### config.mk
export PLATFORM = sky130hd
export DESIGN_NAME = packet_resequencer
export DESIGN_NICKNAME = d
export VERILOG_FILES = /design/src/rsq_pkg.sv /design/src/rsq_ram.sv /design/src/rsq_ctrl.sv /design/src/rsq_dp.sv /design/src/packet_resequencer.sv
export SDC_FILE = /design/constraint.sdc
export NUM_CORES = 1
export LEC_CHECK = 0
export ABC_AREA = 1
export BUFFER_PORTS_ARGS = -buffer_cell sky130_fd_sc_hd__buf_2
export CAP_MARGIN = 25
export CORE_MARGIN = 1.5
export CORE_UTILIZATION = 45
export DETAILED_ROUTE_END_ITERATION = 16
export GPL_TIMING_DRIVEN = 0
export REMOVE_ABC_BUFFERS = 1
export SLEW_MARGIN = 40
export SYNTH_ARGS = -nofsm -noshare
export SYNTH_HDL_FRONTEND = slang
export SYNTH_HIERARCHICAL = 1
export SYNTH_SLANG_ARGS = --single-unit
### constraint.sdc
create_clock -name clk -period 4.98 [get_ports clk]
set_input_delay 0.249 -clock clk [delete_from_list [all_inputs] [get_ports clk]]
set_output_delay 0.249 -clock clk [all_outputs]
set_load 0.02 [all_outputs]
### src/rsq_pkg.sv
// rsq_pkg: shared constants, codes and control/status structs of the packet resequencer
// no dependencies

package rsq_pkg;

  localparam int RSQ_WINDOW        = 16;
  localparam int MAX_RESULTS       = 17;
  localparam int RUN_W             = $clog2(MAX_RESULTS + 1);
  localparam int SEQ_W             = 16;
  localparam int TAG_W             = 16;
  localparam int KIND_W            = 2;
  localparam int ERR_W             = 4;
  localparam logic [ERR_W-1:0] ERROR_LIMIT_RESET = 4'd5;
  localparam logic [ERR_W-1:0] ERROR_COUNT_MAX   = 4'd15;

  localparam logic [KIND_W-1:0] KIND_PKT    = 2'd0;
  localparam logic [KIND_W-1:0] KIND_ERR    = 2'd1;
  localparam logic [KIND_W-1:0] KIND_BADLEN = 2'd2;

  localparam logic RES_PAYLOAD = 1'b0;
  localparam logic RES_ENDED   = 1'b1;

  typedef struct packed {
    logic latch_in;
    logic err_count;
    logic err_end;
    logic direct;
    logic park;
    logic run_clear;
    logic rd_issue;
    logic rd_deliver;
  } rsq_cmd_t;

  typedef struct packed {
    logic [KIND_W-1:0] kind;
    logic              ended;
    logic              err_end;
    logic              d_one;
    logic              d_park;
    logic              head_valid;
    logic              budget_ok;
    logic              more_direct;
    logic              more_drain;
    logic              out_free;
  } rsq_stat_t;

endpackage

### src/rsq_ram.sv
// rsq_ram: generic simple dual-port ram, one write and one registered read port
// no dependencies

module rsq_ram #(
  parameter int WIDTH = 16,
  parameter int DEPTH = 16
) (
  input  logic                     clk,
  input  logic                     we,
  input  logic [$clog2(DEPTH)-1:0] waddr,
  input  logic [WIDTH-1:0]         wdata,
  input  logic                     re,
  input  logic [$clog2(DEPTH)-1:0] raddr,
  output logic [WIDTH-1:0]         rdata
);

  logic [WIDTH-1:0] mem_r [DEPTH];
  logic [WIDTH-1:0] rdata_r;

  always_ff @(posedge clk) begin
    if (we) begin
      mem_r[waddr] <= wdata;
    end
    if (re) begin
      rdata_r <= mem_r[raddr];
    end
  end

  assign rdata = rdata_r;

endmodule

### src/rsq_ctrl.sv
// rsq_ctrl: sequencing state machine of the packet resequencer
// depends on rsq_pkg

module rsq_ctrl
  import rsq_pkg::*;
(
  input  logic      clk,
  input  logic      rst_n,
  input  logic      in_valid,
  output logic      in_stall,
  input  rsq_stat_t stat,
  output rsq_cmd_t  cmd
);

  typedef enum logic [3:0] {
    ST_IDLE  = 4'b0001,
    ST_EXEC  = 4'b0010,
    ST_CHECK = 4'b0100,
    ST_READ  = 4'b1000
  } state_t;

  state_t state_r, state_nxt;

  always_ff @(posedge clk) begin
    if (!rst_n) begin
      state_r <= ST_IDLE;
    end else begin
      state_r <= state_nxt;
    end
  end

  assign in_stall = (state_r != ST_IDLE);

  always_comb begin
    state_nxt = state_r;
    cmd       = '0;
    unique case (state_r)
      ST_IDLE: begin
        if (in_valid) begin
          cmd.latch_in = 1'b1;
          state_nxt    = ST_EXEC;
        end
      end
      ST_EXEC: begin
        if (stat.out_free) begin
          if (stat.ended) begin
            state_nxt = ST_IDLE;
          end else begin
            case (stat.kind)
              KIND_ERR: begin
                cmd.err_count = 1'b1;
                if (stat.err_end) begin
                  cmd.err_end = 1'b1;
                  state_nxt   = ST_IDLE;
                end else begin
                  cmd.run_clear = 1'b1;
                  state_nxt     = ST_CHECK;
                end
              end
              KIND_PKT: begin
                if (stat.d_one) begin
                  cmd.direct = 1'b1;
                  state_nxt  = stat.more_direct ? ST_CHECK : ST_IDLE;
                end else begin
                  cmd.park      = stat.d_park;
                  cmd.run_clear = 1'b1;
                  state_nxt     = ST_CHECK;
                end
              end
              default: begin
                cmd.run_clear = 1'b1;
                state_nxt     = ST_CHECK;
              end
            endcase
          end
        end
      end
      ST_CHECK: begin
        if (stat.head_valid && stat.budget_ok) begin
          cmd.rd_issue = 1'b1;
          state_nxt    = ST_READ;
        end else begin
          state_nxt = ST_IDLE;
        end
      end
      ST_READ: begin
        if (stat.out_free) begin
          cmd.rd_deliver = 1'b1;
          state_nxt      = stat.more_drain ? ST_CHECK : ST_IDLE;
        end
      end
      default: begin
        state_nxt = ST_IDLE;
      end
    endcase
  end

endmodule

### src/rsq_dp.sv
// rsq_dp: datapath of the packet resequencer - item latch, window store, counters, output register
// depends on rsq_pkg and rsq_ram

module rsq_dp
  import rsq_pkg::*;
#(
  parameter int WINDOW = RSQ_WINDOW
) (
  input  logic              clk,
  input  logic              rst_n,
  input  logic [KIND_W-1:0] in_kind,
  input  logic [SEQ_W-1:0]  in_seq_number,
  input  logic [TAG_W-1:0]  in_payload_tag,
  input  logic              cfg_valid,
  output logic              cfg_ready,
  input  logic [ERR_W-1:0]  cfg_error_limit,
  output logic              out_valid,
  input  logic              out_stall,
  output logic              out_result_kind,
  output logic [TAG_W-1:0]  out_tag,
  output logic [SEQ_W-1:0]  out_seq,
  output logic              out_last_of_run,
  input  rsq_cmd_t          cmd,
  output rsq_stat_t         stat
);

  localparam int HW = $clog2(WINDOW);
  localparam logic [SEQ_W-1:0] D_MAX   = SEQ_W'(WINDOW - 1);
  localparam logic [HW:0]      W_EXT   = (HW+1)'(WINDOW);
  localparam logic [HW-1:0]    H_LAST  = HW'(WINDOW - 1);
  localparam logic [HW-1:0]    H_RESET = HW'(1 % WINDOW);

  logic [KIND_W-1:0] kind_r;
  logic [SEQ_W-1:0]  seq_r;
  logic [TAG_W-1:0]  tag_r;
  logic [ERR_W-1:0]  limit_r;
  logic [ERR_W-1:0]  err_cnt_r;
  logic              ended_r;
  logic [SEQ_W-1:0]  last_del_r;
  logic [HW-1:0]     head_r;
  logic [WINDOW-1:0] valid_r, valid_nxt;
  logic [RUN_W-1:0]  run_r;
  logic              out_valid_r;
  logic              res_kind_r;
  logic [TAG_W-1:0]  out_tag_r;
  logic [SEQ_W-1:0]  out_seq_r;
  logic              last_run_r;

  logic [SEQ_W-1:0]  seq_gap;
  logic [HW-1:0]     gap_m1;
  logic [HW:0]       slot_sum;
  logic [HW-1:0]     slot;
  logic [HW-1:0]     head_inc;
  logic [ERR_W-1:0]  err_sat;
  logic [TAG_W-1:0]  ram_rdata;
  logic              out_free;
  logic              deliver;
  logic              more_drain;

  assign cfg_ready = 1'b1;

  assign seq_gap  = seq_r - last_del_r;
  assign gap_m1   = seq_gap[HW-1:0] - HW'(1);
  assign slot_sum = {1'b0, head_r} + {1'b0, gap_m1};
  assign slot     = (slot_sum >= W_EXT) ? HW'(slot_sum - W_EXT) : slot_sum[HW-1:0];
  assign head_inc = (head_r == H_LAST) ? '0 : head_r + HW'(1);
  assign err_sat  = (err_cnt_r == ERROR_COUNT_MAX) ? err_cnt_r : err_cnt_r + ERR_W'(1);
  assign out_free = !out_valid_r || !out_stall;
  assign deliver  = cmd.direct || cmd.rd_deliver;
  assign more_drain = valid_r[head_inc] && (run_r < RUN_W'(MAX_RESULTS - 1));

  assign stat.kind        = kind_r;
  assign stat.ended       = ended_r;
  assign stat.err_end     = (err_sat >= limit_r);
  assign stat.d_one       = (seq_gap == SEQ_W'(1));
  assign stat.d_park      = (seq_gap >= SEQ_W'(2)) && (seq_gap <= D_MAX);
  assign stat.head_valid  = valid_r[head_r];
  assign stat.budget_ok   = (run_r < RUN_W'(MAX_RESULTS));
  assign stat.more_direct = valid_r[head_inc];
  assign stat.more_drain  = more_drain;
  assign stat.out_free    = out_free;

  rsq_ram #(
    .WIDTH (TAG_W),
    .DEPTH (WINDOW)
  ) u_tag_ram (
    .clk   (clk),
    .we    (cmd.park),
    .waddr (slot),
    .wdata (tag_r),
    .re    (cmd.rd_issue),
    .raddr (head_r),
    .rdata (ram_rdata)
  );

  always_comb begin
    valid_nxt = valid_r;
    if (cmd.park) begin
      valid_nxt[slot] = 1'b1;
    end
    if (cmd.rd_deliver) begin
      valid_nxt[head_r] = 1'b0;
    end
  end

  always_ff @(posedge clk) begin
    if (cmd.latch_in) begin
      kind_r <= in_kind;
      seq_r  <= in_seq_number;
      tag_r  <= in_payload_tag;
    end
    if (cmd.err_end) begin
      res_kind_r <= RES_ENDED;
      out_tag_r  <= '0;
      out_seq_r  <= '0;
      last_run_r <= 1'b1;
    end else if (deliver) begin
      res_kind_r <= RES_PAYLOAD;
      out_tag_r  <= cmd.direct ? tag_r : ram_rdata;
      out_seq_r  <= last_del_r + SEQ_W'(1);
      last_run_r <= cmd.direct ? !valid_r[head_inc] : !more_drain;
    end
  end

  always_ff @(posedge clk) begin
    if (!rst_n) begin
      limit_r     <= ERROR_LIMIT_RESET;
      err_cnt_r   <= '0;
      ended_r     <= 1'b0;
      last_del_r  <= '0;
      head_r      <= H_RESET;
      valid_r     <= '0;
      run_r       <= '0;
      out_valid_r <= 1'b0;
    end else begin
      if (cfg_valid) begin
        limit_r <= cfg_error_limit;
      end
      if (cmd.err_count) begin
        err_cnt_r <= err_sat;
      end
      if (cmd.err_end) begin
        ended_r <= 1'b1;
      end
      if (deliver) begin
        last_del_r <= last_del_r + SEQ_W'(1);
        head_r     <= head_inc;
      end
      valid_r <= valid_nxt;
      if (cmd.run_clear) begin
        run_r <= '0;
      end else if (cmd.direct) begin
        run_r <= RUN_W'(1);
      end else if (cmd.rd_deliver) begin
        run_r <= run_r + RUN_W'(1);
      end
      if (cmd.err_end || deliver) begin
        out_valid_r <= 1'b1;
      end else if (!out_stall) begin
        out_valid_r <= 1'b0;
      end
    end
  end

  assign out_valid       = out_valid_r;
  assign out_result_kind = res_kind_r;
  assign out_tag         = out_tag_r;
  assign out_seq         = out_seq_r;
  assign out_last_of_run = last_run_r;

endmodule

### src/packet_resequencer.sv
// packet_resequencer: an in-order packet passes the item latch, then the output register once
// the output is free; each parked successor drained behind it takes a valid check, then a tag
// store read; one item is taken at a time, in_stall holding the next until this one is done
// reset - synchronous, clears counters, the call-ended flag and all window valid bits
// the tag store itself is not cleared
// depends on rsq_pkg, rsq_ctrl, rsq_dp and rsq_ram

module packet_resequencer
  import rsq_pkg::*;
#(
  parameter int WINDOW = RSQ_WINDOW
) (
  input  logic              clk,
  input  logic              rst_n,
  input  logic              in_valid,
  output logic              in_stall,
  input  logic [KIND_W-1:0] in_kind,
  input  logic [SEQ_W-1:0]  in_seq_number,
  input  logic [TAG_W-1:0]  in_payload_tag,
  input  logic              cfg_valid,
  output logic              cfg_ready,
  input  logic [ERR_W-1:0]  cfg_error_limit,
  output logic              out_valid,
  input  logic              out_stall,
  output logic              out_result_kind,
  output logic [TAG_W-1:0]  out_tag,
  output logic [SEQ_W-1:0]  out_seq,
  output logic              out_last_of_run
);

  rsq_cmd_t  cmd;
  rsq_stat_t stat;

  rsq_ctrl u_ctrl (
    .clk      (clk),
    .rst_n    (rst_n),
    .in_valid (in_valid),
    .in_stall (in_stall),
    .stat     (stat),
    .cmd      (cmd)
  );

  rsq_dp #(
    .WINDOW (WINDOW)
  ) u_dp (
    .clk             (clk),
    .rst_n           (rst_n),
    .in_kind         (in_kind),
    .in_seq_number   (in_seq_number),
    .in_payload_tag  (in_payload_tag),
    .cfg_valid       (cfg_valid),
    .cfg_ready       (cfg_ready),
    .cfg_error_limit (cfg_error_limit),
    .out_valid       (out_valid),
    .out_stall       (out_stall),
    .out_result_kind (out_result_kind),
    .out_tag         (out_tag),
    .out_seq         (out_seq),
    .out_last_of_run (out_last_of_run),
    .cmd             (cmd),
    .stat            (stat)
  );

endmodule

==> run_results.csv <==
group,metric,value,unit
critical_path,cpMostUsedCell,"ha_1",
min_path,min_path_type,"in -> reg",
placed_design,dp_hpwl,27800,µm
drt,routedWlPerCell,16.9,µm
clocking,insertion_delay,0.57,ns
grt,track_usage,21.6,%
die,fp.dieH,205,µm
logic_synthesis,yosysWarnings,6,
critical_path,crit_required,5.25,ns
finish,area_growth_syn_to_layout,16.9,%
finish,fin_util,53.8,%
clocking,tritoncts,"yes",
critical_path,crit_path_start_kind,"register",
clocking,cts_resized,0,
logic_synthesis,synth_common_cells,"nand2_1 (565), inv_1 (318), edfxtp_1 (306)",
placed_design,place_ws,0.309,ns
power,ir_drop,0.000233,V
clocking,clock-sinks,395,
critical_path,critPathLaunch,"u_dp/last_del_r[0]",
logic_synthesis,synth_area,0.0184,mm²
die,core,0.0400,mm²
logic_synthesis,synth_top_area_share,49.9,%
run_status,status,"complete, no violations",
finish,layout-drive-gt1-share,11.5,%
sta,period_needed,4.73,ns
die,dieArea,0.0421,mm²
drt,drt_iter0_markers,1015,
drt,ant_nets,0,
critical_path,worstPathCellList,"ha_1 -> inv_1 -> fa_1 -> inv_1 -> ha_1 -> xor2_1 -> ha_1 -> xnor2_1 -> clkinv_1 -> nand3b_1 -> nor2_4 -> buf_16",
drt,dr.pass1.iters,5,
clocking,cts_htree_levels,2,
critical_path,endpoint_kind,"register",
clocking,numCtsBuffers,43,
clocking,clkTransAtPathRegs,0.06,ns
placed_design,gp_routability_congestion,0.855,
sta,finalHoldViolCount,0,
power,powerDensity,326,mW/mm²
sta,slew_headroom,47.0,%
logic_synthesis,synth_edf_count,306,
sta,clock-skew-final,0.0107,ns
min_path,hold_start,"cfg_valid",
logic_synthesis,synth_most_common_cell,"nand2_1",
die,die_x,205,µm
critical_path,cp_slowest_stage_delay,0.61,ns
sta,fmax,212,MHz
logic_synthesis,syn-instance-count,1975,
logic_synthesis,yosys_most_used_dff,"edfxtp_1",
sta,finalCritPeriodShare,94.9,%
drt,vias_per_cell,5.08,
clocking,root_buffer,"clkbuf_16",
sta,rsz0062_at_grt,"false",
critical_path,crit_type,"reg -> reg",
grt,grt_pass1_wl,69400,µm
sta,maxSlewViolCount,0,
logic_synthesis,async_flop_share,0,%
critical_path,crit_path_top_delay_cell,"fa_1",
die,boundaryPins,80,
logic_synthesis,synthTopCellsByArea,"edfxtp_1 (50%), nand2_1 (12%), dfxtp_1 (9.7%)",
die,rows,73,
logic_synthesis,synth_seq_cells,395,
clocking,clockBufferDepth,3,
sta,worst_slack,0.254,ns
drt,route.detailed.drc,0,
logic_synthesis,yosysSeqAreaShare,59.6,%
sta,worstMarginPinSlew,0.795,ns
grt,grt_pass1_vias,12705,
logic_synthesis,avgSynthCellArea,9.32,µm²
finish,regArea,0.0110,mm²
grt,grt_max_degree,75,
finish,n_fill_cell,3531,
critical_path,rr_startpoint,"u_dp/last_del_r[0]",
run,cap_violations,0,
power,leakagePower,9.08,nW
critical_path,arrival,5.00,ns
grt,gr-total-overflow,0,
logic_synthesis,yosys.area.top_type,"edfxtp_1",
logic_synthesis,synth_cell_type_count,47,
grt,antenna_found_initial,0,
critical_path,worst-path-max-fanout,12,
finish,antenna_cells,0,
finish,multi_input_comb_area,0.00589,mm²
sta,setup_viol,0,
finish,final_nets,2168,
drt,vias,13448,
placed_design,io_buffers,78,
die,start_util,46.0,%
drt,routed_wl,44800,µm
==> sequential cells by signal, indices dropped and copies added (netlist names) <==
signal,flops
u_dp/limit_r,4
u_dp/out_last_of_run,1
u_dp/head_r,4
u_dp/kind_r,2
u_dp/out_result_kind,1
u_dp/tag_r,16
u_dp/u_tag_ram/mem_r,256
u_dp/err_cnt_r,4
u_dp/run_r,5
u_dp/out_seq,16
u_dp/seq_r,16
u_ctrl/state_r,4
u_dp/ended_r,1
u_dp/u_tag_ram/rdata,16
u_dp/valid_r,16
u_dp/out_tag,16
u_dp/last_del_r,16
u_dp/out_valid,1
==> logic make-up after synthesis <==
| logic type | Yosys count | synth area share [%] |
|---|---|---|
| and+or+nand+nor | 943 | 22.3 |
| xor gates and xnor gates | 17 | 0.850 |
| adders and majority gates | 36 | 2.53 |
| other | 1 | 0.0204 |
| buffers and inverters | 407 | 9.24 |
| DFF | 395 | 59.6 |
| AOI/OAI and AO/OA | 160 | 4.63 |
| muxes | 16 | 0.870 |
==> cell usage in the layout (no fill, tap or decap), drive strengths merged, types with 34 or more instances in the layout <==
cell         Yosys  routed
clkbuf          18      60
inv            328     329
a21oi           82      82
nand2          578     578
dfxtp           89      89
buf             60     105
edfxtp         306     306
o21ai           72      72
ha              34      34
nor2            80      80
nand3          250     250
dlygate4sd3      0      42
==> repair_timing <==
item | in CTS | in global routing
endpoints found under the hold margin | 39 | 0
setup buffers | 0 | 0
hold buffers | 42 | 0
==> final timing paths <==
kind	endpoint	slack [ns]	cells after the start
max reg2reg	u_dp/u_tag_ram/mem_r[8][4]	0.25	12
min	u_dp/limit_r[3]	0.03	3
min reg2reg	u_dp/out_result_kind	0.45	2
max	u_dp/u_tag_ram/mem_r[8][4]	0.25	12
==> power by group <==
part / internal, mW / leakage, nW / switching, mW
Clock: 1.76 / 0.658 / 1.27
Combinational: 0.117 / 4.94 / 0.205
Sequential: 3.60 / 3.49 / 0.0551
Total: 5.48 / 9.08 / 1.53
==> per-layer routing <==
| layer | part of all wire (%) | vias to the layer above | GRT usage (%) | wire length, µm |
|---|---|---|---|---|
| met4 | 2.7 | 0 | 6.73 | 1200 |
| met5 | 0 | - | 0 | 0 |
| met1 | 43 | 6371 | 28.1 | 19500 |
| li1 | - | 6638 | - | - |
| met2 | 48 | 367 | 36.6 | 21500 |
| met3 | 5.8 | 72 | 4.09 | 2600 |
==> through the flow <==
stage	hold WS [ns]	TNS, ns	instance area [µm²]	std cells	total power, mW
2_1_floorplan	0.333	-38.11	17900	1897	3.90
3_3_place_gp	0.426	-1095.76	19000	2500	3.99
3_5_place_dp	0.427	0	19700	2527	4.02
4_1_cts	0.000632	0	21500	2647	7.09
5_1_grt	0.0425	0	21500	2647	7.27
6_report	0.0348	0	21500	2647	7.01
==> worst max-delay path, delay by kind of cell, from the launching register on <==
kind                     cells  cell delay [ns]
adder cells (fa/ha/maj)      4             1.33
XOR/XNOR                     2             0.76
flip-flops                   1             0.41
buffers and inverters        4             0.88
AND/OR/NAND/NOR              2             1.02
==> layout make-up <==
type,count,share of cell area [%]
flip-flops and latches,395,51.0
multi-input cells,1173,27.4
repair buffers,147,6.45
inverters,329,5.82
clock buffers,60,5.48
well taps,525,3.05
clock inverters,18,0.756
No activity file was read; power rests on OpenSTA's default activity.
